[config.mk]
export PLATFORM = sky130hd
export DESIGN_NAME = keyboard_change_translate_fifo_unit
export DESIGN_NICKNAME = d
export VERILOG_FILES = /design/src/hdl/kctf_pkg.sv /design/src/hdl/kctf_ram.sv /design/src/hdl/keyboard_change_translate_fifo_unit.sv
export SDC_FILE = /design/constraint.sdc
export NUM_CORES = 1
export LEC_CHECK = 0
export ABC_AREA = 1
export BUFFER_PORTS_ARGS = -buffer_cell sky130_fd_sc_hd__buf_4
export CAP_MARGIN = 30
export CORE_MARGIN = 5
export CORE_UTILIZATION = 35
export DETAILED_ROUTE_END_ITERATION = 10
export PLACE_DENSITY = 0.57
export SLEW_MARGIN = 5
export SYNTH_ARGS = -nofsm -noshare
export SYNTH_HDL_FRONTEND = slang
export SYNTH_SLANG_ARGS = --single-unit
export TNS_END_PERCENT = 50
[constraint.sdc]
create_clock -name clock -period 5.3 [get_ports clock]
set_input_delay 0.53 -clock clock [delete_from_list [all_inputs] [get_ports clock]]
set_output_delay 0.53 -clock clock [all_outputs]
set_load 0.05 [all_outputs]
[src/hdl/kctf_pkg.sv]
// ----------------------------------------------------------------------------
// kctf_pkg
// Shared types, constants and the scan-code translation tables of the
// keyboard change/translate/event queue unit.
// ----------------------------------------------------------------------------
package kctf_pkg;

   localparam int QUEUE_DEPTH = 32;
   localparam int KEY_CODES   = 256;

   localparam int CODE_W      = 8;
   localparam int KEY_ADDR_W  = $clog2(KEY_CODES);
   localparam int PTR_W       = $clog2(QUEUE_DEPTH);
   localparam int CNT_W       = $clog2(QUEUE_DEPTH + 1);
   localparam int LEVEL_W     = 6;
   localparam int EVENT_W     = 10;

   localparam logic [CODE_W-1:0] CHAR_CTRL_LO = 8'h41;   // 'A'
   localparam logic [CODE_W-1:0] CHAR_CTRL_HI = 8'h58;   // 'X'
   localparam logic [CODE_W-1:0] CTRL_OFFSET  = 8'h40;

   typedef enum logic [1:0] {
      FUNC_SAMPLE = 2'd0,
      FUNC_INJECT = 2'd1,
      FUNC_POP    = 2'd2
   } func_type;

   typedef struct packed {
      logic              ctrl;
      logic              down;
      logic [CODE_W-1:0] char_code;
   } event_type;

   // Advance a queue pointer with wrap at the queue depth.
   function automatic logic [PTR_W-1:0] next_ptr(input logic [PTR_W-1:0] ptr);
      logic [PTR_W-1:0] nxt;
      begin
         if (ptr == PTR_W'(QUEUE_DEPTH - 1)) begin
            nxt = '0;
         end else begin
            nxt = ptr + 1'b1;
         end
         return nxt;
      end
   endfunction

   // Host scan code to target character; latin selects the Latin table,
   // otherwise the Cyrillic table, which differs on the letter keys and a
   // handful of punctuation keys.
   function automatic logic [CODE_W-1:0] rom_lookup(input logic latin,
                                                    input logic [CODE_W-1:0] code);
      logic [CODE_W-1:0] ch;
      begin
         ch = 8'h00;
         if (code >= 8'h20 && code <= 8'h5F) begin
            ch = code;
         end else if (code >= 8'h60 && code <= 8'h6F) begin
            ch = code - 8'h20;
         end else if (code >= 8'h70 && code <= 8'h79) begin
            ch = code + 8'h10;
         end else if (code >= 8'h7A && code <= 8'h7F) begin
            ch = code - 8'h20;
         end else begin
            case (code)
               8'h03:   ch = 8'h03;
               8'h08:   ch = 8'h7F;
               8'h09:   ch = 8'h09;
               8'h0C:   ch = 8'h0C;
               8'h0D:   ch = 8'h0D;
               8'h13:   ch = 8'h13;
               8'hBA:   ch = 8'h3A;
               8'hBB:   ch = 8'h3D;
               8'hBF:   ch = 8'h2F;
               8'hDB:   ch = 8'h5B;
               8'hDD:   ch = 8'h5D;
               default: ch = 8'h00;
            endcase
         end
         if (!latin) begin
            case (code)
               8'h41:   ch = 8'hE6;
               8'h42:   ch = 8'hE9;
               8'h43:   ch = 8'hF3;
               8'h44:   ch = 8'hF7;
               8'h45:   ch = 8'hF5;
               8'h46:   ch = 8'hE1;
               8'h47:   ch = 8'hF0;
               8'h48:   ch = 8'hF2;
               8'h49:   ch = 8'hFB;
               8'h4A:   ch = 8'hEF;
               8'h4B:   ch = 8'hEC;
               8'h4C:   ch = 8'hE4;
               8'h4D:   ch = 8'hF8;
               8'h4E:   ch = 8'hF4;
               8'h4F:   ch = 8'hFD;
               8'h50:   ch = 8'hFA;
               8'h51:   ch = 8'hEA;
               8'h52:   ch = 8'hEB;
               8'h53:   ch = 8'hF9;
               8'h54:   ch = 8'hE5;
               8'h55:   ch = 8'hE7;
               8'h56:   ch = 8'hED;
               8'h57:   ch = 8'hE3;
               8'h58:   ch = 8'hFE;
               8'h59:   ch = 8'hEE;
               8'h5A:   ch = 8'hF1;
               8'hBA:   ch = 8'hF6;
               8'hBC:   ch = 8'hE2;
               8'hBE:   ch = 8'hE0;
               8'hC0:   ch = 8'hE5;
               8'hDB:   ch = 8'hE8;
               8'hDD:   ch = 8'h00;
               8'hDE:   ch = 8'hFC;
               default: ch = ch;
            endcase
         end
         return ch;
      end
   endfunction

endpackage

[src/hdl/kctf_ram.sv]
// ----------------------------------------------------------------------------
// kctf_ram
// Generic single-write, single-read RAM with registered read data.
// ----------------------------------------------------------------------------
module kctf_ram #(
   parameter int WIDTH = 8,
   parameter int DEPTH = 32
) (
   input  logic                     clock,
   input  logic                     wr_en,
   input  logic [$clog2(DEPTH)-1:0] wr_addr,
   input  logic [WIDTH-1:0]         wr_data,
   input  logic                     rd_en,
   input  logic [$clog2(DEPTH)-1:0] rd_addr,
   output logic [WIDTH-1:0]         rd_data
);

   logic [WIDTH-1:0] mem_ff [DEPTH];
   logic [WIDTH-1:0] rd_data_ff;

   always_ff @(posedge clock) begin
      if (wr_en) begin
         mem_ff[wr_addr] <= wr_data;
      end
      if (rd_en) begin
         rd_data_ff <= mem_ff[rd_addr];
      end
   end

   assign rd_data = rd_data_ff;

endmodule

[src/hdl/keyboard_change_translate_fifo_unit.sv]
// ----------------------------------------------------------------------------
// keyboard_change_translate_fifo_unit
// Key change detection, scan-code translation and a queue of key events.
// ----------------------------------------------------------------------------
// Flow: an accepted request is held in the s1 registers while its RAM reads
//    complete; its response is registered once the response register is free or being taken.
// Ordering: one request at a time; the key-state and event RAMs are read in the
//    accept cycle and written back when the request retires.
// Reset (synchronous, active high): all keys released, queue empty, Latin
//    layout selected, no response pending. No clearing pass is needed.
// ----------------------------------------------------------------------------
module keyboard_change_translate_fifo_unit (
   input  logic                          clock,
   input  logic                          reset,
   // request channel
   input  logic                          req_valid,
   output logic                          req_stall,
   input  logic [1:0]                    req_func,
   input  logic [kctf_pkg::CODE_W-1:0]   req_key_code,
   input  logic                          req_key_down,
   input  logic                          req_ctrl_held,
   // response channel
   output logic                          rsp_valid,
   input  logic                          rsp_stall,
   output logic                          rsp_event_queued,
   output logic                          rsp_event_dropped,
   output logic                          rsp_popped_valid,
   output logic [kctf_pkg::CODE_W-1:0]   rsp_popped_char,
   output logic                          rsp_popped_down,
   output logic                          rsp_popped_ctrl,
   output logic [kctf_pkg::LEVEL_W-1:0]  rsp_queue_level,
   // layout register write
   input  logic                          csr_valid,
   output logic                          csr_ready,
   input  logic                          csr_latin_layout
);

   import kctf_pkg::*;

   // Layout register
   logic latin_layout_ff;

   // Request held while its RAM reads complete
   logic                  s1_valid_ff, s1_valid_in;
   logic [1:0]            s1_func_ff;
   logic [CODE_W-1:0]     s1_code_ff;
   logic                  s1_down_ff;
   logic                  s1_ctrl_ff;

   // Queue pointers and fill count
   logic [PTR_W-1:0]      wr_ptr_ff, wr_ptr_in;
   logic [PTR_W-1:0]      rd_ptr_ff, rd_ptr_in;
   logic [CNT_W-1:0]      count_ff, count_in;

   // One valid bit per key; a key never written reads as released
   logic [KEY_CODES-1:0]  key_valid_ff;

   // Response register
   logic                  rsp_valid_ff, rsp_valid_in;
   logic                  queued_ff, queued_in;
   logic                  dropped_ff, dropped_in;
   logic                  pvalid_ff, pvalid_in;
   logic [CODE_W-1:0]     pchar_ff, pchar_in;
   logic                  pdown_ff, pdown_in;
   logic                  pctrl_ff, pctrl_in;

   // RAM interfaces
   logic                  key_q;
   logic [EVENT_W-1:0]    event_q;
   event_type             event_rd;
   event_type             event_wr;
   logic                  push_en;
   logic                  key_wr_en;

   logic                  req_accept;
   logic                  s1_fire;
   logic                  prev_down;
   logic [CODE_W-1:0]     ch;
   logic                  queue_full;

   // One request at a time: hold the request side while one is in flight.
   assign req_stall  = s1_valid_ff;
   assign req_accept = req_valid && !req_stall;

   // Retire the request once the response register is free or being taken.
   assign s1_fire    = s1_valid_ff && (!rsp_valid_ff || !rsp_stall);
   assign csr_ready  = 1'b1;

   // Per-key previous down state
   kctf_ram #(
      .WIDTH (1),
      .DEPTH (KEY_CODES)
   ) u_key_ram (
      .clock   (clock),
      .wr_en   (key_wr_en),
      .wr_addr (s1_code_ff[KEY_ADDR_W-1:0]),
      .wr_data (s1_down_ff),
      .rd_en   (req_accept),
      .rd_addr (req_key_code[KEY_ADDR_W-1:0]),
      .rd_data (key_q)
   );

   // Event queue storage; the head entry is read at accept time
   kctf_ram #(
      .WIDTH (EVENT_W),
      .DEPTH (QUEUE_DEPTH)
   ) u_event_ram (
      .clock   (clock),
      .wr_en   (push_en),
      .wr_addr (wr_ptr_ff),
      .wr_data (event_wr),
      .rd_en   (req_accept),
      .rd_addr (rd_ptr_ff),
      .rd_data (event_q)
   );

   assign event_rd   = event_type'(event_q);
   assign queue_full = (count_ff == CNT_W'(QUEUE_DEPTH));
   assign prev_down  = key_valid_ff[s1_code_ff[KEY_ADDR_W-1:0]] & key_q;
   assign key_wr_en  = s1_fire && (s1_func_ff == FUNC_SAMPLE);

   always_comb begin
      ch           = rom_lookup(latin_layout_ff, s1_code_ff);
      if (s1_ctrl_ff && ch >= CHAR_CTRL_LO && ch <= CHAR_CTRL_HI) begin
         ch = ch - CTRL_OFFSET;
      end

      push_en      = 1'b0;
      event_wr     = '0;
      queued_in    = 1'b0;
      dropped_in   = 1'b0;
      pvalid_in    = 1'b0;
      pchar_in     = '0;
      pdown_in     = 1'b0;
      pctrl_in     = 1'b0;
      wr_ptr_in    = wr_ptr_ff;
      rd_ptr_in    = rd_ptr_ff;
      count_in     = count_ff;

      case (s1_func_ff)
         FUNC_SAMPLE: begin
            // Event only on a change of state with a non-zero character
            if (prev_down != s1_down_ff && ch != '0) begin
               event_wr.char_code = ch;
               event_wr.down      = s1_down_ff;
               event_wr.ctrl      = s1_ctrl_ff;
               queued_in          = !queue_full;
               dropped_in         = queue_full;
            end
         end
         FUNC_INJECT: begin
            // Raw event, control always clear, zero character allowed
            event_wr.char_code = s1_code_ff;
            event_wr.down      = s1_down_ff;
            event_wr.ctrl      = 1'b0;
            queued_in          = !queue_full;
            dropped_in         = queue_full;
         end
         FUNC_POP: begin
            if (count_ff != '0) begin
               pvalid_in = 1'b1;
               pchar_in  = event_rd.char_code;
               pdown_in  = event_rd.down;
               pctrl_in  = event_rd.ctrl;
               if (s1_fire) begin
                  rd_ptr_in = next_ptr(rd_ptr_ff);
                  count_in  = count_ff - 1'b1;
               end
            end
         end
         default: begin
         end
      endcase

      if (queued_in && s1_fire) begin
         push_en   = 1'b1;
         wr_ptr_in = next_ptr(wr_ptr_ff);
         count_in  = count_ff + 1'b1;
      end
   end

   // Load the response on retire; drop it once taken.
   always_comb begin
      if (s1_fire) begin
         rsp_valid_in = 1'b1;
      end else if (!rsp_stall) begin
         rsp_valid_in = 1'b0;
      end else begin
         rsp_valid_in = rsp_valid_ff;
      end
      s1_valid_in = req_accept || (s1_valid_ff && !s1_fire);
   end

   always_ff @(posedge clock) begin
      if (reset) begin
         latin_layout_ff <= 1'b1;
         s1_valid_ff     <= 1'b0;
         rsp_valid_ff    <= 1'b0;
         wr_ptr_ff       <= '0;
         rd_ptr_ff       <= '0;
         count_ff        <= '0;
         key_valid_ff    <= '0;
      end else begin
         if (csr_valid && csr_ready) begin
            latin_layout_ff <= csr_latin_layout;
         end
         s1_valid_ff  <= s1_valid_in;
         rsp_valid_ff <= rsp_valid_in;
         wr_ptr_ff    <= wr_ptr_in;
         rd_ptr_ff    <= rd_ptr_in;
         count_ff     <= count_in;
         if (key_wr_en) begin
            key_valid_ff[s1_code_ff[KEY_ADDR_W-1:0]] <= 1'b1;
         end
      end
   end

   // Payload registers: capture request, capture response on retire
   always_ff @(posedge clock) begin
      if (req_accept) begin
         s1_func_ff <= req_func;
         s1_code_ff <= req_key_code;
         s1_down_ff <= req_key_down;
         s1_ctrl_ff <= req_ctrl_held;
      end
      if (s1_fire) begin
         queued_ff  <= queued_in;
         dropped_ff <= dropped_in;
         pvalid_ff  <= pvalid_in;
         pchar_ff   <= pchar_in;
         pdown_ff   <= pdown_in;
         pctrl_ff   <= pctrl_in;
      end
   end

   assign rsp_valid         = rsp_valid_ff;
   assign rsp_event_queued  = queued_ff;
   assign rsp_event_dropped = dropped_ff;
   assign rsp_popped_valid  = pvalid_ff;
   assign rsp_popped_char   = pchar_ff;
   assign rsp_popped_down   = pdown_ff;
   assign rsp_popped_ctrl   = pctrl_ff;
   // Level follows the count once the response is loaded: the count moves
   // only at the edge that loads a new response, so it cannot change while
   // the response waits.
   assign rsp_queue_level   = LEVEL_W'(count_ff);

   // ------------------------------------------------------------------------
   // Assertions
   // ------------------------------------------------------------------------
   a_count_bound: assert property (@(posedge clock) disable iff (reset)
      count_ff <= CNT_W'(QUEUE_DEPTH))
      else $error("event count above queue depth");

   a_empty_ptrs: assert property (@(posedge clock) disable iff (reset)
      (count_ff == '0) |-> (rd_ptr_ff == wr_ptr_ff))
      else $error("queue empty but pointers differ");

   a_one_in_flight: assert property (@(posedge clock) disable iff (reset)
      req_accept |=> !req_accept)
      else $error("request accepted while another is in flight");

   a_pop_no_push: assert property (@(posedge clock) disable iff (reset)
      s1_fire && pvalid_in |-> !push_en && !dropped_in)
      else $error("pop and push in the same request");

   a_drop_when_full: assert property (@(posedge clock) disable iff (reset)
      s1_fire && dropped_in |-> queue_full && $stable(count_ff))
      else $error("event dropped with room in the queue");

endmodule

=== Word-level counts from Yosys, hierarchy flattened ===
Memory sizes are Yosys's and may differ from the RTL's. A register that Yosys moved wholly into a read port is not among the register bits.
Index checks and enable logic that the tools add are counted.

* Add/subtract/negate cells: 7
* Multiply operators: 0
* Divide/modulo/power cells: 0
* $lt $le $gt $ge: 12
* Eq/ne operators: 48
* Shifts and indexed selects: 0
* Muxes and demuxes: 32
* Bitwise logic cells: 2
* Reduce and logical (&&, ||, !) cells: 30

{| class="wikitable"
|+ Operators by type and width
! operator !! count
|-
| $or A256 B256 Y256 || 1
|-
| $pmux W8 S32 || 1
|-
| $eq A8 B7 Y1 const B || 26
|-
| $pmux W7 S11 || 1
|-
| $eq A8 B8 Y1 const B || 9
|-
| $mux W8 || 6
|-
| $le A8 B7 Y1 const B || 5
|-
| $eq A8 B4 Y1 const B || 4
|-
| $ge A8 B7 Y1 const B || 4
|-
| $mux W6 || 4
|-
| $pmux W10 S2 || 1
|-
| $logic_and A1 B1 Y1 || 13
|-
| $mux W1 || 12
|-
| $add A5 B1 Y5 const B || 2
|-
| $eq A5 B5 Y1 const B || 2
|-
| $mux W10 || 1
|-
| $mux W5 || 2
|-
| $lt A8 B9 Y1 const B || 1
|-
| $add A8 B5 Y8 const B || 1
|-
| $bmux W1 S8 || 1
|-
| $demux W1 S8 || 1
|-
| $eq A8 B2 Y1 const B || 1
|-
| $eq A8 B5 Y1 const B || 1
|-
| $ge A8 B1 Y1 const B || 1
|-
| other kinds (21) || 30
|}

* Bits in registers: 300
* Bits in latches: 0
* Bits in writable memories: 576
* Memory bits (read-only): 0
* Input port bits: 18
* Output and inout bits: 22
* Memories kept: 2

{| class="wikitable"
|+ Memory list
! memory !! words !! bits a word !! read ports !! clocked after memory_dff !! wr ports !! RTL line !! source
|-
| u_event_ram.mem_ff || 32 || 10 || 1 || 1 || 1 || kctf_ram.sv:18 || <nowiki>logic [WIDTH-1:0] mem_ff [DEPTH];</nowiki>
|-
| u_key_ram.mem_ff || 256 || 1 || 1 || 1 || 1 || kctf_ram.sv:18 ||
|}

=== Logic depth before layout (Yosys ltp) ===
Gate-level depths: netlist of run 1.

* Word-level depth: 20
* Gate-level depth with buffers: 42

=== By module ===
From an unflattened synthesis of run 1, not the netlist that was laid out.

* Cell total of the unflattened synthesis: 4270
* Area total of the unflattened synthesis: 38976.1 um^2

{| class="wikitable"
|+ By module, submodules not included
! module !! instances !! cells each !! area an instance (um^2)
|-
| keyboard_change_translate_fifo_unit || 1 || 1946 || 13818.3
|-
| kctf_ram (u_event_ram) || 1 || 1140 || 13430.4
|-
| kctf_ram (u_key_ram) || 1 || 1184 || 11727.5
|}

=== Worst setup path after synthesis of run 1 ===
No wires, ideal clock.

* Path type: register to register
* Start point: register s1_down_ff
* End point: memory u_event_ram.mem_ff[0][6] (netlist name), data pin
* Arrival: 5196 ps
* Required time: 4827 ps
* Setup slack: -369 ps
* Stages on the path, launching flop included: 5
* Period minus slack after synthesis: 5669 ps
* Cell sequence: edfxtp_1 nand2_1 nand2_1 nand2_4 o32ai_1

{| class="wikitable"
|+ RTL lines
! what !! RTL line !! source
|-
| start, declared || keyboard_change_translate_fifo_unit.sv:47 || <nowiki>logic s1_down_ff;</nowiki>
|-
| start signal, assigned || keyboard_change_translate_fifo_unit.sv:223 || <nowiki>s1_down_ff <= req_key_down;</nowiki>
|-
| end, declared || kctf_ram.sv:18 ||
|}

=== Worst setup path in the final report of run 1 ===
* Start point: register s1_code_ff[7]
* End point: register count_ff[5], in the netlist rsp_queue_level[5]

* Word-level cells in the longest chain between the ends: 19
* Elaborated cells between the ends (all ways): 83

{| class="wikitable"
|+ RTL lines
! what !! RTL line !! source
|-
| start, declared || keyboard_change_translate_fifo_unit.sv:46 || <nowiki>logic [CODE_W-1:0] s1_code_ff;</nowiki>
|-
| start signal, assigned || keyboard_change_translate_fifo_unit.sv:222 || <nowiki>s1_code_ff <= req_key_code;</nowiki>
|-
| $ge A8 B7 Y1, or another cell as far along || kctf_pkg.sv:61 || <nowiki>end else if (code >= 8'h7A && code <= 8'h7F) begin</nowiki>
|-
| $logic_and A1 B1 Y1 / $pmux W7 S11 (equally long branches) || kctf_pkg.sv:61, kctf_pkg.sv:64 ||
|-
| $mux W8 || kctf_pkg.sv:61 ||
|-
| $mux W8 || kctf_pkg.sv:59 || <nowiki>end else if (code >= 8'h70 && code <= 8'h79) begin</nowiki>
|-
| $mux W8 || kctf_pkg.sv:57 || <nowiki>end else if (code >= 8'h60 && code <= 8'h6F) begin</nowiki>
|-
| $mux W8 || kctf_pkg.sv:55 || <nowiki>if (code >= 8'h20 && code <= 8'h5F) begin</nowiki>
|-
| $pmux W8 S32 || kctf_pkg.sv:80 || <nowiki>case (code)</nowiki>
|-
| $mux W8 || kctf_pkg.sv:79 || <nowiki>if (!latin) begin</nowiki>
|-
| (+3 left out) || -- ||
|-
| $mux W8 || keyboard_change_translate_fifo_unit.sv:124 || <nowiki>if (s1_ctrl_ff && ch >= CHAR_CTRL_LO && ch <= CHAR_CTRL_HI) begin</nowiki>
|-
| $reduce_bool A8 Y1 || keyboard_change_translate_fifo_unit.sv:143 || <nowiki>if (prev_down != s1_down_ff && ch != '0) begin</nowiki>
|-
| $logic_and A1 B1 Y1 (*) || keyboard_change_translate_fifo_unit.sv:143 ||
|-
| $mux W1 (*) || keyboard_change_translate_fifo_unit.sv:143 ||
|-
| $pmux W1 S2 (*) || keyboard_change_translate_fifo_unit.sv:140 || <nowiki>case (s1_func_ff)</nowiki>
|-
| $logic_and A1 B1 Y1 (*) || keyboard_change_translate_fifo_unit.sv:175 || <nowiki>if (queued_in && s1_fire) begin</nowiki>
|-
| $reduce_bool A2 Y1 (no line) || -- ||
|-
| $reduce_and A3 Y1 (no line) || -- ||
|-
| end signal, assigned || keyboard_change_translate_fifo_unit.sv:211 || <nowiki>count_ff <= count_in;</nowiki>
|-
| end, declared || keyboard_change_translate_fifo_unit.sv:53 || <nowiki>logic [CNT_W-1:0] count_ff, count_in;</nowiki>
|}

Every way passes the cells marked *; elsewhere a longest branch is shown, timed or not. The select of a mux whose other input is x is not followed.
A chain may end at the register's enable or synchronous reset.

==> results_dict.tcl, run 1 <==
set metrics [dict create \
    rsz0062_at_grt "no" \
    setup_violations 0 \
    synth_top_area_share_pct 50.0 \
    hold_viol_final 0 \
    power.share.sequential_pct 49.1 \
    vias 27485 \
    nNetsFinal 3720 \
    synth_cell_types 53 \
    critPathCaptureType "register" \
    multiInputGateArea_sq_um 11600 \
    power.leakage_nw 14.5 \
    crit_top_cell "nand2_1" \
    cp_top_family "simple AND/OR/NAND/NOR gates" \
    cp_max_fo 11 \
    portBuffers 38 \
    ys_ff_latch 887 \
    hold_start "csr_latin_layout" \
    p_per_area_nw_per_um2 360 \
    fin_crit_sh_pct 92.4 \
    seq_area_sq_um 23900 \
    hold-path-endpoint "latin_layout_ff" \
    chipHeight_microns 334 \
    firstDrtPassIters 6 \
    drt_iter0_markers 2572 \
    period_needed_ps 4900 \
    power.share.combinational_pct 6.4 \
    hp-class "input port to register" \
    syn_inst 3643 \
    grt-ovfl-total 0 \
    slew-limit-headroom_pct 35.1 \
    cts_buffer_depth 3 \
    cts_tree "built" \
    required_ps 5870 \
    synthArstFlopShare_pct 0 \
    r2r_cells 35 \
    cp-start-kind "register" \
    p_int_mw 11.7 \
    crit_arrival_ps 5470 \
    gp_congestion 0.910 \
    yosys-top-cells-count "nor2_1, edfxtp_1, o21ai_0, dfxtp_1, nand2_1" \
    drv_slew 0 \
    postSynthAreaPerCell_sq_um 10.1 \
    diodes 0 \
    fmax_mhz 204 \
    antenna_found_initial 0 \
    reg2reg_to "rsp_queue_level[5]" \
    synthTopCellsByArea "edfxtp_1, dfxtp_1, nor2_1" \
    grt_first_pass_wirelength_microns 169000 \
    swShare_pct 23.4 \
    clkSinkCount 887 \
    synth_edf_count 612 \
    detail-route-antenna-nets 0 \
    drc 0 \
    clk_pin_slew_ps 60 \
    whs_ps 53.2 \
    synth_nets 3682 \
    r2r-start "s1_code_ff[7]" \
    area_growth_pct 15.1 \
    finalPower_mw 15.2 \
    status "finished clean" \
    fp-row-count 119 \
    cpMaxStageDelayCell "edfxtp_1" \
    reg2reg_slack_ps 400 \
    detailed_place_hpwl_microns 68700 \
    syn_area_sq_um 36800 \
    ioPinCount 40 \
    drv_cap 0 \
    wl_per_cell_microns 22.1 \
    htree_levels 3 \
    drive_gt1_share_pct 10.6 \
    yosysTopAreaCell "edfxtp_1" \
    yosysSeqAreaShare_pct 64.9 \
    crit_buf_inv 4 \
    ir_worst_vdd_mv 0.285 \
    design.die.area_sq_um 112000 \
    viasPerCell 5.34 \
    nFillCells 10288 \
    holdPathStages 3 \
    synth_ff_type "edfxtp_1" \
    ys_warn_count 0 \
    critPathMaxStageDelay_ps 510 \
    grt_pass1_vias 26050 \
    clkLatencyLatePin_ps 690 \
    p_clk_share_pct 44.4 \
    routed_wl_microns 114000 \
    grt_max_degree 94 \
    switchingPower_mw 3.57 \
    core_sq_um 105000 \
    grt_usage_pct 19.9 \
    path_class "register to register" \
    worstMarginPinSlew_ps 973 \
    cts_root_buffer "clkbuf_16" \
    tns_ps 0 \
    fp.dieW_microns 334 \
    start_util_pct 35.1 \
    synth.most_common_cell "nor2_1" \
    finClkSkew_ps 58.3 \
    numCtsBuffers 95 \
    cp.depth 35 \
]
[repair_timing]
action | CTS | global route
resized for setup | 0 | 4
buffers inserted | 0 | 4
setup endpoints to repair | 0 | 4
hold buffers | 2 | 0
hold endpoints to repair | 2 | 0
[worst max-delay path by stage]
| stage | startpoint | endpoint | slack, ps |
|---|---|---|---|
| final | s1_code_ff[7] | rsp_queue_level[5] | 400 |
| after global routing | s1_code_ff[4] | rsp_queue_level[5] | 50 |
| after CTS | s1_code_ff[3] | rsp_queue_level[5] | 210 |
| after detailed placement | s1_code_ff[4] | rsp_queue_level[5] | 220 |
| after global placement | s1_code_ff[3] | rsp_queue_level[5] | 260 |
| after floorplan | s1_down_ff | u_event_ram.mem_ff[0][6] | -370 |
[layout by cell type (no fill, tap or decap), drive strengths merged, types with 8 or more instances in the layout]
cell | Yosys | layout
nor2 | 1135 | 1135
edfxtp | 612 | 612
o21ai | 366 | 366
nand2 | 298 | 298
dfxtp | 275 | 275
buf | 42 | 165
o22ai | 132 | 132
clkbuf | 184 | 130
inv | 118 | 120
a22oi | 87 | 87
nand3 | 84 | 84
o21a | 53 | 53
a21oi | 46 | 46
nor3 | 38 | 38
clkinv | 7 | 37
o221ai | 34 | 34
nand4 | 29 | 29
ha | 20 | 20
a21o | 17 | 17
o211ai | 12 | 12
a31oi | 11 | 11
bufinv | 0 | 10
a22o | 8 | 8
[cells by family (layout without fill, tap and decap cells)]
family | Yosys count | count (layout) | share of synthesized area, %
simple gates | 1597 | 1597 | 17.6
buf+inv | 351 | 467 | 3.75
compound gates | 780 | 780 | 12.9
flops | 887 | 887 | 64.9
other cells | 1 | 1 | 0.0102
xor+xnor | 6 | 6 | 0.143
fa+ha+maj | 21 | 21 | 0.735
[through the flow]
| step | utilization [%] | worst slack [ps] | area (sq um) | cells |
|---|---|---|---|---|
| after floorplan | - | -369 | 36800 | 3643 |
| after global placement | 37.2 | 256 | 39000 | 4965 |
| after detailed placement | 37.3 | 223 | 39100 | 4969 |
| after CTS | 40.4 | 205 | 42300 | 5146 |
| after global routing | 40.4 | 46.0 | 42300 | 5150 |
| final | 40.4 | 401 | 42300 | 5150 |
[state kept, by name, summed over array words and instances, names as in the netlist, 2 cells and up]
signal	cells
key_valid_ff	256
rd_ptr_ff	5
rsp_popped_char	8
rsp_queue_level	6
s1_code_ff	8
s1_func_ff	2
u_event_ram.mem_ff	320
u_event_ram.rd_data	10
u_key_ram.mem_ff	256
wr_ptr_ff	5
[final cells by class]
type / instances / area share, %
clock buffer: 130 / 6.21
clock inverter: 45 / 1.35
inverter: 125 / 1.13
multi-input combinational: 2405 / 27.5
sequential: 887 / 56.4
tap: 1391 / 4.11
timing repair buffer: 167 / 3.29
[power groups by stage]
stage               clock network [mW]  logic (mW)  registers [mW]
floorplan                            0       0.507            7.68
global placement                     0       0.966            7.63
detailed placement                   0       0.968            7.63
CTS                               6.88       0.972            7.48
global route                      7.18        1.05            7.48
finish                            6.77       0.978            7.48
[per-layer routing]
metal / global-route usage [%] / vias up / wire (microns)
met5: 0 / - / 0
met4: 7.30 / 0 / 4200
met2: 32.2 / 975 / 52500
met1: 27.0 / 13493 / 49400
met3: 3.34 / 214 / 7730
li1: - / 12803 / -
[worst reg2reg max path: cells and delay by family, from the launching register on]
kind | cells | cell delay (ps)
flops | 1 | 510
fa+ha+maj | 2 | 550
buf+inv | 4 | 400
simple gates | 25 | 2600
compound gates | 4 | 700
(Power assumes the default switching activity.)
==> run 2, diff against run 1 <==
--- a/config.mk
+++ b/config.mk
@@ -8,6 +8,7 @@
 export ABC_AREA = 1
 export BUFFER_PORTS_ARGS = -buffer_cell sky130_fd_sc_hd__buf_4
 export CAP_MARGIN = 30
+export CORE_ASPECT_RATIO = 0.5
 export CORE_MARGIN = 5
 export CORE_UTILIZATION = 35
 export DETAILED_ROUTE_END_ITERATION = 10
==> constraint.sdc (replaced) <==
create_clock -name clock -period 5.3 [get_ports clock]
set_input_delay 1.06 -clock clock [delete_from_list [all_inputs] [get_ports clock]]
set_output_delay 1.06 -clock clock [all_outputs]
set_load 0.05 [all_outputs]
==> run 2 against run 1 <==
Fmax increased by 1.6%; count of clock-buffer cells in the layout shrank 13; setup slack gained 79 ps; worst hold slack gained 400 ps; first-iteration DRC count grew 4.5%; cell area is 0.97% lower; critical path depth unchanged; critical endpoint unchanged; highest routed layer unchanged; global-route usage grew 0.18 points; combinational power barely moved; clock power shrank 11%; sequential cell count is the same.
==> results_dict.tcl, run 2 (same netlist as run 1, synthesis figures left out) <==
set metrics [dict create \
    reg2reg_slack_ps 480 \
    period_needed_ps 4820 \
    r2r_cells 35 \
    gp_congestion 0.922 \
    cts_tree "built" \
    met3_usage_pct 3.53 \
    numCtsBuffers 82 \
    portBuffers 38 \
    nFillCells 10239 \
    antenna_found_initial 4 \
    detail-route-antenna-nets 0 \
    crit_buf_inv 4 \
    core_sq_um 105000 \
    regMostFlops "u_event_ram.mem_ff" \
    hold_start "key_valid_ff[191]" \
    drive_gt1_share_pct 10.4 \
    r2r-start "s1_code_ff[7]" \
    busiest_layer "met2" \
    routed_wl_microns 114000 \
    design.die.area_sq_um 112000 \
    hold-path-endpoint "key_valid_ff[191]" \
    firstDrtPassIters 5 \
    crit_arrival_ps 5380 \
    fin_util_pct 40.1 \
    finClkSkew_ps 38.0 \
    rsz0062_at_grt "no" \
    reg2reg_to "rsp_queue_level[5]" \
    grt-ovfl-total 0 \
    cpMaxStageDelayCell "edfxtp_1" \
    area_growth_pct 14.0 \
    fmax_mhz 207 \
    clkLatencyLatePin_ps 690 \
    critPathMaxStageDelay_ps 510 \
    htree_levels 3 \
    cts_root_buffer "clkbuf_16" \
    critPathCaptureType "register" \
    largestRegisters "u_event_ram.mem_ff (320), key_valid_ff (256), u_key_ram.mem_ff (256)" \
    p_per_area_nw_per_um2 345 \
    cp_max_fo 11 \
    cts_buffer_depth 3 \
    grt_first_pass_wirelength_microns 170000 \
    status "finished clean" \
    fp-row-count 84 \
    start_util_pct 35.1 \
    chipHeight_microns 239 \
    nNetsFinal 3708 \
    slew-limit-headroom_pct 21.5 \
    fp.dieW_microns 468 \
    grt_max_degree 213 \
    wl_per_cell_microns 22.2 \
    largest_reg_flops 320 \
    power.leakage_nw 14.2 \
    met1_usage_pct 27.5 \
    path_class "register to register" \
    drv_cap 0 \
    drv_slew 0 \
    grt_usage_pct 20.1 \
    final_common_cell "nor2_1" \
    hold_viol_final 0 \
    vias 27804 \
    fin_crit_sh_pct 90.9 \
    ir_worst_vdd_mv 0.201 \
    hp-class "register to register" \
    detailed_place_hpwl_microns 67800 \
    finalPower_mw 14.5 \
    clk_pin_slew_ps 70 \
    mostFrequentLayoutCells "nor2_1, edfxtp_1, o21ai_0" \
    globalRouteMet2Util_pct 32.8 \
    drt_iter0_markers 2687 \
    holdPathStages 2 \
    worstMarginPinSlew_ps 1180 \
    required_ps 5860 \
    grt_pass1_vias 26561 \
    cp-start-kind "register" \
    tns_ps 0 \
    cp_top_family "simple AND/OR/NAND/NOR gates" \
    drc 0 \
    setup_violations 0 \
    viasPerCell 5.39 \
    ioPinCount 40 \
    crit_top_cell "nand2_1" \
    clkSinkCount 887 \
]
-- run 2: repair_timing --
action                                 4_1_cts  5_1_grt
buffers inserted                             0        6
gates resized for setup                      0        7
setup endpoints to repair                    0        1
endpoints found under the hold margin        0        0
hold buffers                                 0        0
-- run 2: metal layers --
metal | vias to the layer above | share of wire (%)
met1 | 13766 | 44
met5 | - | 0
met3 | 196 | 6.9
li1 | 12782 | -
met2 | 1060 | 47
met4 | 0 | 2.8
-- run 2: area by class of cell --
type	count	area [sq um]	share of cell area (%)
antenna	4	10.0	0.0239
clock buffer	117	2330	5.55
clock inverter	34	373	0.889
inverter	125	477	1.14
multi-input combinational	2406	11600	27.8
sequential	887	23900	57.0
tap	1419	1780	4.23
timing repair buffer	167	1430	3.42
-- run 2: tightest hold or removal path, stage by stage (launching register included) --
cell and delay (ps):
dfxtp_1 300, inv_1 50, a21oi_1 60
-- run 2: how the worst max path moves through the flow --
stage                        from                       end  cells past startpoint
global placement    s1_code_ff[4]        rsp_queue_level[5]                     35
floorplan              s1_down_ff  u_event_ram.mem_ff[0][6]                      4
finish              s1_code_ff[7]        rsp_queue_level[5]                     35
detailed placement  s1_code_ff[4]        rsp_queue_level[5]                     35
global route        s1_code_ff[4]        rsp_queue_level[5]                     37
CTS                 s1_code_ff[4]        rsp_queue_level[5]                     35
-- run 2: power by group --
part           total [mW]  internal [mW]  switching, mW
logic               0.975          0.232          0.743
registers            7.48           7.45         0.0313
clock network        6.01           3.37           2.64
-- run 2: metrics by stage --
stage | instance area, sq um | setup slack (ps) | hold WS, ps | std cells
6_report | 41900 | 480 | 456 | 5159
2_1_floorplan | 36800 | -369 | 431 | 3643
5_1_grt | 41900 | 0.856 | 483 | 5155
3_5_place_dp | 39100 | 315 | 449 | 4997
4_1_cts | 41800 | 257 | 458 | 5148
3_3_place_gp | 39000 | 240 | 444 | 4992
